--- config.mk ---
export PLATFORM = sky130hd
export DESIGN_NAME = json_container_splitter
export DESIGN_NICKNAME = d
export VERILOG_FILES = /design/src/design/jcs_pkg.sv /design/src/design/jcs_apb_regs.sv /design/src/design/jcs_tracker.sv /design/src/design/json_container_splitter.sv
export SDC_FILE = /design/constraint.sdc
export NUM_CORES = 1
export LEC_CHECK = 0
export ABC_AREA = 1
export BUFFER_PORTS_ARGS = -buffer_cell sky130_fd_sc_hd__buf_4
export CAP_MARGIN = 20
export CORE_ASPECT_RATIO = 0.6
export CORE_MARGIN = 10
export CORE_UTILIZATION = 43
export DETAILED_ROUTE_END_ITERATION = 8
export HOLD_SLACK_MARGIN = 0.15
export PLACE_DENSITY = 0.64
export SLEW_MARGIN = 20
export SYNTH_ARGS = -nofsm -noshare
export SYNTH_HDL_FRONTEND = slang
export SYNTH_SLANG_ARGS = --single-unit
--- constraint.sdc ---
create_clock -name i_clk -period 5.7 [get_ports i_clk]
set_clock_uncertainty 0.1 [all_clocks]
set_input_delay 0.855 -clock i_clk [delete_from_list [all_inputs] [get_ports i_clk]]
set_output_delay 0.855 -clock i_clk [all_outputs]
set_load 0.01 [all_outputs]
--- src/design/jcs_pkg.sv ---
// Shared constants, types and byte classification for the JSON container splitter.
package jcs_pkg;

    localparam int POSITION_BITS_DEF = 16;
    localparam int DEPTH_BITS_DEF    = 8;
    localparam int OUT_BITS          = 16;
    localparam int ADDR_BITS         = 3;
    localparam int DATA_BITS         = 32;

    // Register indexes
    localparam logic [ADDR_BITS-3:0] REG_OBJECT_MODE = '0;

    localparam logic [7:0] CH_LBRACKET = 8'h5B;
    localparam logic [7:0] CH_LBRACE   = 8'h7B;
    localparam logic [7:0] CH_RBRACKET = 8'h5D;
    localparam logic [7:0] CH_RBRACE   = 8'h7D;
    localparam logic [7:0] CH_COMMA    = 8'h2C;
    localparam logic [7:0] CH_COLON    = 8'h3A;
    localparam logic [7:0] CH_QUOTE    = 8'h22;
    localparam logic [7:0] CH_BSLASH   = 8'h5C;
    localparam logic [7:0] CH_SPACE    = 8'h20;
    localparam logic [7:0] CH_NEWLINE  = 8'h0A;
    localparam logic [7:0] CH_TAB      = 8'h09;

    typedef struct packed {
        logic opening;
        logic closing;
        logic blank;
        logic quote;
        logic bslash;
        logic arr_sep;
        logic obj_sep;
    } t_class;

    typedef struct packed {
        logic                hit;
        logic [OUT_BITS-1:0] start;
        logic [OUT_BITS-1:0] length;
        logic                nested;
        logic                key;
        logic                too_long;
    } t_result;

    function automatic t_class classify(input logic [7:0] b);
        t_class c;
        c.opening = (b == CH_LBRACKET) || (b == CH_LBRACE);
        c.closing = (b == CH_RBRACKET) || (b == CH_RBRACE);
        c.blank   = (b == CH_SPACE) || (b == CH_NEWLINE) || (b == CH_TAB);
        c.quote   = (b == CH_QUOTE);
        c.bslash  = (b == CH_BSLASH);
        c.arr_sep = (b == CH_COMMA) || (b == CH_RBRACKET);
        c.obj_sep = (b == CH_COMMA) || (b == CH_COLON) || (b == CH_RBRACE);
        return c;
    endfunction

endpackage

--- src/design/jcs_apb_regs.sv ---
// APB register block holding the object mode bit.
module jcs_apb_regs
    import jcs_pkg::*;
(
    input  logic                 i_clk,
    input  logic                 i_rst_n,
    input  logic                 psel,
    input  logic                 penable,
    input  logic                 pwrite,
    input  logic [ADDR_BITS-1:0] paddr,
    input  logic [DATA_BITS-1:0] pwdata,
    output logic [DATA_BITS-1:0] prdata,
    output logic                 pready,
    output logic                 o_object_mode
);

    logic r_object_mode;
    logic n_object_mode;
    logic sel_mode;

    assign sel_mode = (paddr[ADDR_BITS-1:2] == REG_OBJECT_MODE);

    always_comb begin
        n_object_mode = r_object_mode;
        if (psel && penable && pwrite && sel_mode) begin
            n_object_mode = pwdata[0];
        end
    end

    always_ff @(posedge i_clk) begin
        if (!i_rst_n) begin
            r_object_mode <= 1'b0;
        end else begin
            r_object_mode <= n_object_mode;
        end
    end

    assign prdata        = sel_mode ? {{(DATA_BITS-1){1'b0}}, r_object_mode} : '0;
    assign pready        = 1'b1;
    assign o_object_mode = r_object_mode;

endmodule

--- src/design/jcs_tracker.sv ---
// Running text state and the one-byte step that finds slice boundaries.
module jcs_tracker
    import jcs_pkg::*;
#(
    parameter int POSITION_BITS = POSITION_BITS_DEF,
    parameter int DEPTH_BITS    = DEPTH_BITS_DEF
) (
    input  logic       i_clk,
    input  logic       i_rst_n,
    input  logic       i_step,
    input  logic [7:0] i_text_byte,
    input  logic       i_first_byte,
    input  logic       i_object_mode,
    output t_result    o_result
);

    localparam int P  = POSITION_BITS;
    localparam int EW = (P + 1 > OUT_BITS) ? P + 1 : OUT_BITS;
    localparam logic [P-1:0]          POS_MAX   = '1;
    localparam logic [DEPTH_BITS-1:0] DEPTH_MAX = '1;
    localparam logic [P:0]            SEG_INIT  = {{P{1'b0}}, 1'b1};

    logic [P-1:0]          r_pos, n_pos, c_pos;
    logic [P:0]            r_seg, n_seg, c_seg;
    logic [P-1:0]          r_first_nb, n_first_nb, c_first_nb;
    logic [P-1:0]          r_last_nb, n_last_nb, c_last_nb;
    logic                  r_seen, n_seen, c_seen;
    logic                  r_inq, n_inq, c_inq;
    logic                  r_bs, c_bs;
    logic                  r_expkey, n_expkey, c_expkey;
    logic [DEPTH_BITS-1:0] r_depth, n_depth, c_depth;

    t_class       cls;
    logic         sep;
    logic         blank;
    logic [P:0]   pos_p1;
    logic [EW-1:0] start_w;
    logic [EW-1:0] len_w;
    logic [DEPTH_BITS-1:0] depth_dec;

    assign cls    = classify(i_text_byte);
    assign sep    = i_object_mode ? cls.obj_sep : cls.arr_sep;
    assign pos_p1 = {1'b0, c_pos} + SEG_INIT;
    assign depth_dec = c_depth - {{(DEPTH_BITS-1){1'b0}}, 1'b1};

    // a marked first byte starts from the cleared state
    always_comb begin
        if (i_first_byte) begin
            c_pos      = '0;
            c_seg      = SEG_INIT;
            c_first_nb = '0;
            c_last_nb  = '0;
            c_seen     = 1'b0;
            c_inq      = 1'b0;
            c_bs       = 1'b0;
            c_expkey   = 1'b1;
            c_depth    = '0;
        end else begin
            c_pos      = r_pos;
            c_seg      = r_seg;
            c_first_nb = r_first_nb;
            c_last_nb  = r_last_nb;
            c_seen     = r_seen;
            c_inq      = r_inq;
            c_bs       = r_bs;
            c_expkey   = r_expkey;
            c_depth    = r_depth;
        end
    end

    always_comb begin
        n_seg      = c_seg;
        n_first_nb = c_first_nb;
        n_last_nb  = c_last_nb;
        n_seen     = c_seen;
        n_inq      = c_inq;
        n_expkey   = c_expkey;
        n_depth    = c_depth;
        blank      = cls.blank;
        start_w    = '0;
        len_w      = '0;
        o_result   = '0;

        priority if (c_pos == '0) begin
            // opener, skipped
        end else if (c_depth != '0) begin
            // nested run: quotes are not tracked here
            if (cls.opening) begin
                if (c_depth < DEPTH_MAX) begin
                    n_depth = c_depth + {{(DEPTH_BITS-1){1'b0}}, 1'b1};
                end
            end else if (cls.closing) begin
                n_depth = depth_dec;
                if (depth_dec == '0) begin
                    start_w         = EW'(c_seg);
                    len_w           = EW'(c_pos) - EW'(c_seg) + EW'(1);
                    o_result.hit    = 1'b1;
                    o_result.nested = 1'b1;
                    n_seg           = pos_p1;
                    n_seen          = 1'b0;
                end
            end
        end else if ((!i_object_mode || !c_expkey) && !c_inq && cls.opening) begin
            n_depth = {{(DEPTH_BITS-1){1'b0}}, 1'b1};
            n_seg   = {1'b0, c_pos};
            n_seen  = 1'b0;
        end else begin
            if (cls.quote && !c_bs) begin
                n_inq = !c_inq;
            end else if (!c_inq && sep) begin
                if (c_seen) begin
                    start_w      = EW'(c_first_nb);
                    len_w        = EW'(c_last_nb) - EW'(c_first_nb) + EW'(1);
                    o_result.key = i_object_mode && c_expkey;
                    o_result.hit = 1'b1;
                end
                n_seen = 1'b0;
                n_seg  = pos_p1;
                if (i_object_mode) begin
                    n_expkey = !c_expkey;
                end
                blank = 1'b1;  // separator is not content
            end
            if (!blank) begin
                if (!c_seen) begin
                    n_first_nb = c_pos;
                    n_seen     = 1'b1;
                end
                n_last_nb = c_pos;
            end
        end

        o_result.start    = start_w[OUT_BITS-1:0];
        o_result.length   = len_w[OUT_BITS-1:0];
        o_result.too_long = (c_pos == POS_MAX);
    end

    assign n_pos = (c_pos < POS_MAX) ? c_pos + {{(P-1){1'b0}}, 1'b1} : c_pos;

    always_ff @(posedge i_clk) begin
        if (!i_rst_n) begin
            r_pos      <= '0;
            r_seg      <= SEG_INIT;
            r_first_nb <= '0;
            r_last_nb  <= '0;
            r_seen     <= 1'b0;
            r_inq      <= 1'b0;
            r_bs       <= 1'b0;
            r_expkey   <= 1'b1;
            r_depth    <= '0;
        end else if (i_step) begin
            r_pos      <= n_pos;
            r_seg      <= n_seg;
            r_first_nb <= n_first_nb;
            r_last_nb  <= n_last_nb;
            r_seen     <= n_seen;
            r_inq      <= n_inq;
            r_bs       <= cls.bslash;
            r_expkey   <= n_expkey;
            r_depth    <= n_depth;
        end
    end

endmodule

--- src/design/json_container_splitter.sv ---
// Top level of the JSON container splitter: word registers, handshake and register port.
//
// Takes one byte of a JSON array or object per cycle while the result side does not stall,
// and returns each top-level element as a start position and length. A byte enters the
// input register, is processed against the running text state once the pipe advances and,
// if it closes an element, leaves through the result register. A stalled result only holds
// the pipe back while it waits; no clearing pass is needed after reset. Set object_mode
// (address 0) only while the block is idle.
module json_container_splitter
    import jcs_pkg::*;
#(
    parameter int POSITION_BITS = POSITION_BITS_DEF,
    parameter int DEPTH_BITS    = DEPTH_BITS_DEF
) (
    input  logic                 i_clk,
    input  logic                 i_rst_n,
    input  logic                 i_in_valid,
    output logic                 o_in_ready,
    input  logic [7:0]           i_text_byte,
    input  logic                 i_first_byte,
    output logic                 o_out_valid,
    input  logic                 i_out_ready,
    output logic [OUT_BITS-1:0]  o_slice_start,
    output logic [OUT_BITS-1:0]  o_slice_length,
    output logic                 o_nested_slice,
    output logic                 o_key_slice,
    output logic                 o_too_long,
    input  logic                 psel,
    input  logic                 penable,
    input  logic                 pwrite,
    input  logic [ADDR_BITS-1:0] paddr,
    input  logic [DATA_BITS-1:0] pwdata,
    output logic [DATA_BITS-1:0] prdata,
    output logic                 pready
);

    logic       r_in_valid;
    logic [7:0] r_in_byte;
    logic       r_in_first;
    logic       r_out_valid;
    t_result    r_out;
    t_result    step_res;
    logic       object_mode;
    logic       advance;
    logic       step;

    jcs_apb_regs u_regs (
        .i_clk         (i_clk),
        .i_rst_n       (i_rst_n),
        .psel          (psel),
        .penable       (penable),
        .pwrite        (pwrite),
        .paddr         (paddr),
        .pwdata        (pwdata),
        .prdata        (prdata),
        .pready        (pready),
        .o_object_mode (object_mode)
    );

    jcs_tracker #(
        .POSITION_BITS (POSITION_BITS),
        .DEPTH_BITS    (DEPTH_BITS)
    ) u_tracker (
        .i_clk         (i_clk),
        .i_rst_n       (i_rst_n),
        .i_step        (step),
        .i_text_byte   (r_in_byte),
        .i_first_byte  (r_in_first),
        .i_object_mode (object_mode),
        .o_result      (step_res)
    );

    // the pipe moves whenever the result register is free or being emptied
    assign advance    = !r_out_valid || i_out_ready;
    assign step       = r_in_valid && advance;
    assign o_in_ready = !r_in_valid || advance;

    always_ff @(posedge i_clk) begin
        if (!i_rst_n) begin
            r_in_valid  <= 1'b0;
            r_out_valid <= 1'b0;
        end else begin
            if (o_in_ready) begin
                r_in_valid <= i_in_valid;
            end
            if (advance) begin
                r_out_valid <= step && step_res.hit;
            end
        end
    end

    always_ff @(posedge i_clk) begin
        if (i_in_valid && o_in_ready) begin
            r_in_byte  <= i_text_byte;
            r_in_first <= i_first_byte;
        end
        if (advance) begin
            r_out <= step_res;
        end
    end

    assign o_out_valid    = r_out_valid;
    assign o_slice_start  = r_out.start;
    assign o_slice_length = r_out.length;
    assign o_nested_slice = r_out.nested;
    assign o_key_slice    = r_out.key;
    assign o_too_long     = r_out.too_long;

endmodule

# After elaboration in Yosys (flattened, before gate mapping)
# Index checks and enable logic that the tools add are counted.
[word_totals] out_inout_bits=70 regBits=124 wordCells=162
[op_classes] n_eq_ne=12 bitwise=4 reduce_logical=32 muxes=85 magnitude_cmp=2 n_addsub=8
[op_table] operator="2-to-1 mux 16 bit" count=29
[op_table] operator="2-to-1 mux 17 bit" count=9
[op_table] operator="2-to-1 mux 8 bit" count=7
[op_table] operator="adder 16 x 1 -> 16 bit, second input constant" count=3
[op_table] operator="equality test 8 x 7 -> 1 bit, second input constant" count=5
[op_table] operator="2-to-1 mux 1 bit" count=40
[op_table] operator="equality test 8 x 6 -> 1 bit, second input constant" count=4
[op_table] operator="subtractor 16 bit" count=2
[op_table] operator="adder 16 x 1 -> 17 bit, second input constant" count=1
[op_table] operator="equality test 16 bit, second input constant" count=1
[op_table] operator="equality test 8 x 4 -> 1 bit, second input constant" count=2
[op_table] operator="zero test 16 bit" count=1
[op_table] operator="less-than comparator 16 bit, second input constant" count=1
[op_table] operator="logical AND 1 bit" count=11
[op_table] operator="logical OR 1 bit" count=10
[op_table] operator="adder 8 x 1 -> 8 bit, second input constant" count=1
[op_table] operator="zero test 8 bit" count=1
[op_table] operator="less-than comparator 8 bit, second input constant" count=1
[op_table] operator="nonzero test 8 bit" count=1
[op_table] operator="subtractor 8 x 1 -> 8 bit, second input constant" count=1
[op_table] operator="zero test 1 bit" count=6
[op_table] operator="OR reduction 6 bit" count=1
[op_table] operator="inverter 1 bit" count=4
[op_table] operator="OR reduction 2 bit" count=1

# Depth between registers and ports, before layout
[depth] depth_word=14 mapped_depth=20 depth_no_buf=18

# Modules after synthesis
# Synthesis repeated with hierarchy kept, for this count alone.
[hier_totals] cells_unflattened=1477 hier_area_um2=9857.0
[modules_own_cells] module="jcs_tracker" instances=1 cells_each=1374 area_each_um2=8124.0
[modules_own_cells] module="json_container_splitter" instances=1 cells_each=57 area_each_um2=1418.9
[modules_own_cells] module="jcs_apb_regs" instances=1 cells_each=46 area_each_um2=314.1

# Worst setup path before layout
# OpenSTA, ideal clock, no wires.
[synth_path] path_type="register to register" startpoint="reg r_in_first" endpoint="reg r_out, in the netlist o_slice_length[7] (data pin)" period_less_slack_ns=3.726 path_slack_ns=1.974 t_arrival_ns=3.355 setup_time_ns=0.270 stages_incl_launch_ff=18 required_time_ns=5.330 cell_sequence="edfxtp_1 -> inv_2 -> buf_4 -> buf_2 -> buf_2 -> buf_1 -> buf_1 -> nand2_1 -> ha_1 -> ha_1 -> fa_1 -> nand3_1 -> nand2_1 -> a21oi_1 -> o21bai_1 -> or2_2 -> nand3_1 -> a21oi_1"
[synth_via] elab_chain_cells=8 word_cells_on_any_way=33
[synth_rtl] item="start, declared" line_no="json_container_splitter.sv:39" text="logic r_in_first;"
[synth_rtl] item="start signal, assigned" line_no="json_container_splitter.sv:95" text="r_in_first <= i_first_byte;"
[synth_rtl] item="2-to-1 mux 16 bit" line_no="jcs_tracker.sv:48" text="if (i_first_byte) begin"
[synth_rtl] item="subtractor 16 bit" line_no="jcs_tracker.sv:113" text="len_w = EW'(c_last_nb) - EW'(c_first_nb) + EW'(1);"
[synth_rtl] item="adder 16 x 1 -> 16 bit" line_no="jcs_tracker.sv:113"
[synth_rtl] item="2-to-1 mux 16 bit" line_no="jcs_tracker.sv:111" text="if (c_seen) begin"
[synth_rtl] item="2-to-1 mux 16 bit" line_no="jcs_tracker.sv:110" text="end else if (!c_inq && sep) begin"
[synth_rtl] item="2-to-1 mux 16 bit" line_no="jcs_tracker.sv:108" text="if (cls.quote && !c_bs) begin"
[synth_rtl] item="2-to-1 mux 16 bit" line_no="jcs_tracker.sv:103" text="end else if ((!i_object_mode || !c_expkey) && !c_inq && cls.opening) begin"
[synth_rtl] item="2-to-1 mux 16 bit" line_no="jcs_tracker.sv:86" text="end else if (c_depth != '0) begin"
[synth_rtl] item="end signal, assigned" line_no="json_container_splitter.sv:98" text="r_out <= step_res;"
[synth_rtl] item="end, declared" line_no="json_container_splitter.sv:41" text="t_result r_out;"
# Parallel ways exist; a longest one is shown, timed or not.
# A chain may end at the register's enable or synchronous reset.

# Worst setup path in the final report
[layout_path] startpoint="reg r_in_first" endpoint="reg r_out, in the netlist o_slice_start[15] (data pin)"
[layout_via] elab_chain_cells=7 word_cells_on_any_way=28
[layout_rtl] item="2-to-1 mux 8 bit / 2-to-1 mux 1 bit (equally long branches)" line_no="jcs_tracker.sv:48"
[layout_rtl] item="subtractor 8 x 1 -> 8 bit (tied with other cells)" line_no="jcs_tracker.sv:44" text="assign depth_dec = c_depth - {{(DEPTH_BITS-1){1'b0}}, 1'b1};"
[layout_rtl] item="zero test 8 bit (tied with other cells)" line_no="jcs_tracker.sv:94" text="if (depth_dec == '0) begin"
[layout_rtl] item="2-to-1 mux 16 bit (tied with other cells)" line_no="jcs_tracker.sv:94"
[layout_rtl] item="2-to-1 mux 16 bit (tied with other cells)" line_no="jcs_tracker.sv:92" text="end else if (cls.closing) begin"
[layout_rtl] item="2-to-1 mux 16 bit (on tied branches)" line_no="jcs_tracker.sv:88, jcs_tracker.sv:103"
[layout_rtl] item="2-to-1 mux 16 bit" line_no="jcs_tracker.sv:86"
# Parallel ways exist; a longest one is shown, timed or not.

==> impl_metrics.toml <==
[run_status]
status = "finished, final reports clean"

[global_routing]
grt_pass1_vias = 8952
antenna_found_initial = 2
grt_overflow = 0
grt.total_usage_pct = 22.7
grt_first_pass_wirelength_microns = 50900
grt_max_degree = 84

[timing]
max_freq_mhz = 243
min_period_ns = 4.12
fin_crit_sh_pct = 72.3
slew_headroom_pct = 36.0
setup_slack_ns = 1.58
drv_slew = 0
tightestPinTransition_ns = 0.950
finalSetupTns_ns = 0
grt_setup_unrepaired = "no"
finalSetupViolCount = 0
holdWs_ns = 0.361
hold_violations = 0

[floorplanning]
start_util_pct = 43.5
fp.dieW_microns = 213
io_pins = 121
die_y_microns = 136
std_cell_rows = 42
dieArea_sq_mm = 0.0288
fp.coreArea_sq_mm = 0.0220

[synthesis]
synth.most_common_cell = "nand2_1"
yosysWarnings = 0
synth_top_cell_by_area = "dfxtp_1"
synth-edff-count = 44
synth_area_per_cell_sq_um = 6.57
synth_cells = 1455
synth_cell_types = 43
postSynth.asyncResetShare_pct = 0
seq_area_frac_synth_pct = 30.4
synth_ff_type = "dfxtp_1"
yosysTopAreaCellShare_pct = 16.5
ys_ff_latch = 123
ys_top_cells_by_count = "nand2_1 (358), inv_1 (163), nor2_1 (143)"
synthTopCellsByArea = "dfxtp_1 (17%), nand2_1 (14%), edfxtp_1 (14%)"
syn_area_sq_mm = 0.00956

[power_and_ir_drop]
power_density_mw_per_mm2 = 245
p_leak_nw = 5.19
total_power_w = 0.00262
vdd_drop_max_uv = 202

[setup_path]
startpoint_type = "flip-flop"
r2r_slack_ns = 1.58
crit_fanout = 29
rr_worst_depth = 12
cp-end-kind = "flip-flop"
worstPathArrival_ns = 4.13
path_class = "flip-flop to flip-flop"
timing.rr.start = "r_in_first"
r2r-end = "o_slice_start[15]"
cp.required_ns = 5.71

[finish]
n_antenna_cell = 0
synthToLayoutAreaGrowth_pct = 12.1
postLayoutCellArea_sq_mm = 0.0107
num-nets-final = 1597
drive_above_1_share_pct = 9.61

[clock_network]
cts_hold_buf = 0
clk_latency_ns = 0.45
clkSlewWorstSetupHoldPaths_ns = 0.06
cts_tree = "done"
cts_buffer_depth = 2
post-cts-setup-buffers = 0
cts_buffers = 17
cts_root_buf = "clkbuf_16"
ctsResizeCount = 0
clkSinkCount = 123
h-tree-depth = 4

[min_path]
hold_path.class = "flip-flop to flip-flop"
hold_start = "u_tracker.r_last_nb[9]"
holdPathStages = 2
hold_end = "u_tracker.r_last_nb[9]"

[place]
io_buffers = 55
gp_congestion = 0.968
dp_slack_ns = 1.84
postPlaceCellArea_sq_mm = 0.0101
dp_hpwl_microns = 23400

[route]
post-route-drc-count = 0
detail_route.wl_per_cell_microns = 18.5
vias_per_cell = 5.57
drt-total-wl_microns = 32900
antenna_left = 0
drt_iter0_drc = 1399
vias = 9942
dr.pass1.iters = 5

[flow_run]
cap_violations = 0
## how the worst max path moves through the flow
stage | start | to | slack [ns] | cells after the start
floorplan | r_in_first | o_slice_length[7] | 1.97 | 17
global placement | r_in_first | o_slice_start[15] | 1.87 | 12
detailed placement | r_in_first | o_slice_start[15] | 1.84 | 12
CTS | r_in_first | o_slice_start[15] | 1.82 | 12
global route | r_in_first | u_tracker.r_pos[0] | 1.52 | 14
finish | r_in_first | o_slice_start[15] | 1.58 | 12
## stage by stage
stage	util [%]	cells
after global placement	45.9	1752
after floorplan	-	1485
final	48.8	1784
after global routing	48.8	1784
after detailed placement	45.9	1752
after CTS	48.8	1784
## report_power, final
group	internal [W]	total, W	switching (W)	leakage, nW
registers	0.000934	0.000955	0.0000204	1.17
clock network	0.000744	0.00120	0.000456	0.299
logic	0.000142	0.000470	0.000328	3.72
total	0.00182	0.00262	0.000804	5.19
## placed cells by master (no fill, tap or decap), types with 9 or more instances in the layout
| master | n |
|---|---|
| buf_4 | 69 |
| nand3_1 | 136 |
| ha_1 | 59 |
| edfxtp_1 | 44 |
| xor2_1 | 17 |
| a21oi_1 | 136 |
| inv_1 | 162 |
| nand2_1 | 358 |
| dfxtp_1 | 79 |
| nor3_1 | 11 |
| nand3b_1 | 9 |
| conb_1 | 32 |
| nand2_2 | 14 |
| clkbuf_16 | 17 |
| nor2_1 | 142 |
| o21ai_0 | 96 |
| nand4_1 | 18 |
| xnor2_1 | 9 |
| inv_2 | 9 |
## registers in the layout (all words and copies together), names as in the netlist
register	count
o_too_long	1
o_nested_slice	1
o_out_valid	1
u_tracker.r_bs	1
r_in_byte	8
u_tracker.r_expkey	1
u_regs.o_object_mode	1
u_tracker.r_last_nb	16
r_in_valid	1
u_tracker.r_depth	8
u_tracker.r_pos	16
o_key_slice	1
o_slice_length	16
r_in_first	1
u_tracker.r_seen	1
u_tracker.r_seg	16
u_tracker.r_first_nb	16
u_tracker.r_inq	1
o_slice_start	16
## worst max-delay path, cell delays in order (launching register included)
cell	delay [ns]
edfxtp_1	0.39
inv_2	0.51
nand2_1	0.35
ha_1	0.39
nand2_1	0.10
nand2_1	0.07
inv_1	0.05
nand2_1	0.05
nor2_1	0.10
nand3_1	0.10
nor2_2	0.16
nand3_2	0.45
o21ai_0	0.95
## layout make-up
type                       instances  area (sq um)
sequential                       123          2900
timing repair buffer              70           538
clock buffer                      18           439
tap                              286           358
fill                            2272         11200
clock inverter                    14           195
inverter                         172           646
multi-input combinational       1101          5640
## cell families (layout without fill, tap and decap cells)
kind of cell | Yosys count | after routing | synth area share (%)
buffers and inverters | 261 | 274 | 11.9
flip-flops | 123 | 123 | 30.4
other | 2 | 32 | 0.0786
AO/OA/AOI/OAI | 276 | 276 | 15.4
AND/OR/NAND/NOR | 706 | 706 | 31.7
XOR/XNOR | 26 | 26 | 2.38
adder cells (fa/ha/maj) | 61 | 61 | 8.14
## metal layers
| layer | wire length, microns | track usage [%] | up-vias | part of all wire [%] |
|---|---|---|---|---|
| met5 | 10 | 0 | - | 0.030 |
| li1 | - | - | 4789 | - |
| met1 | 15400 | 33.7 | 4547 | 47 |
| met4 | 643 | 7.30 | 2 | 2.0 |
| met3 | 4510 | 7.53 | 46 | 14 |
| met2 | 12400 | 29.6 | 558 | 38 |
Note: power is estimated with default switching activity, not from simulation.
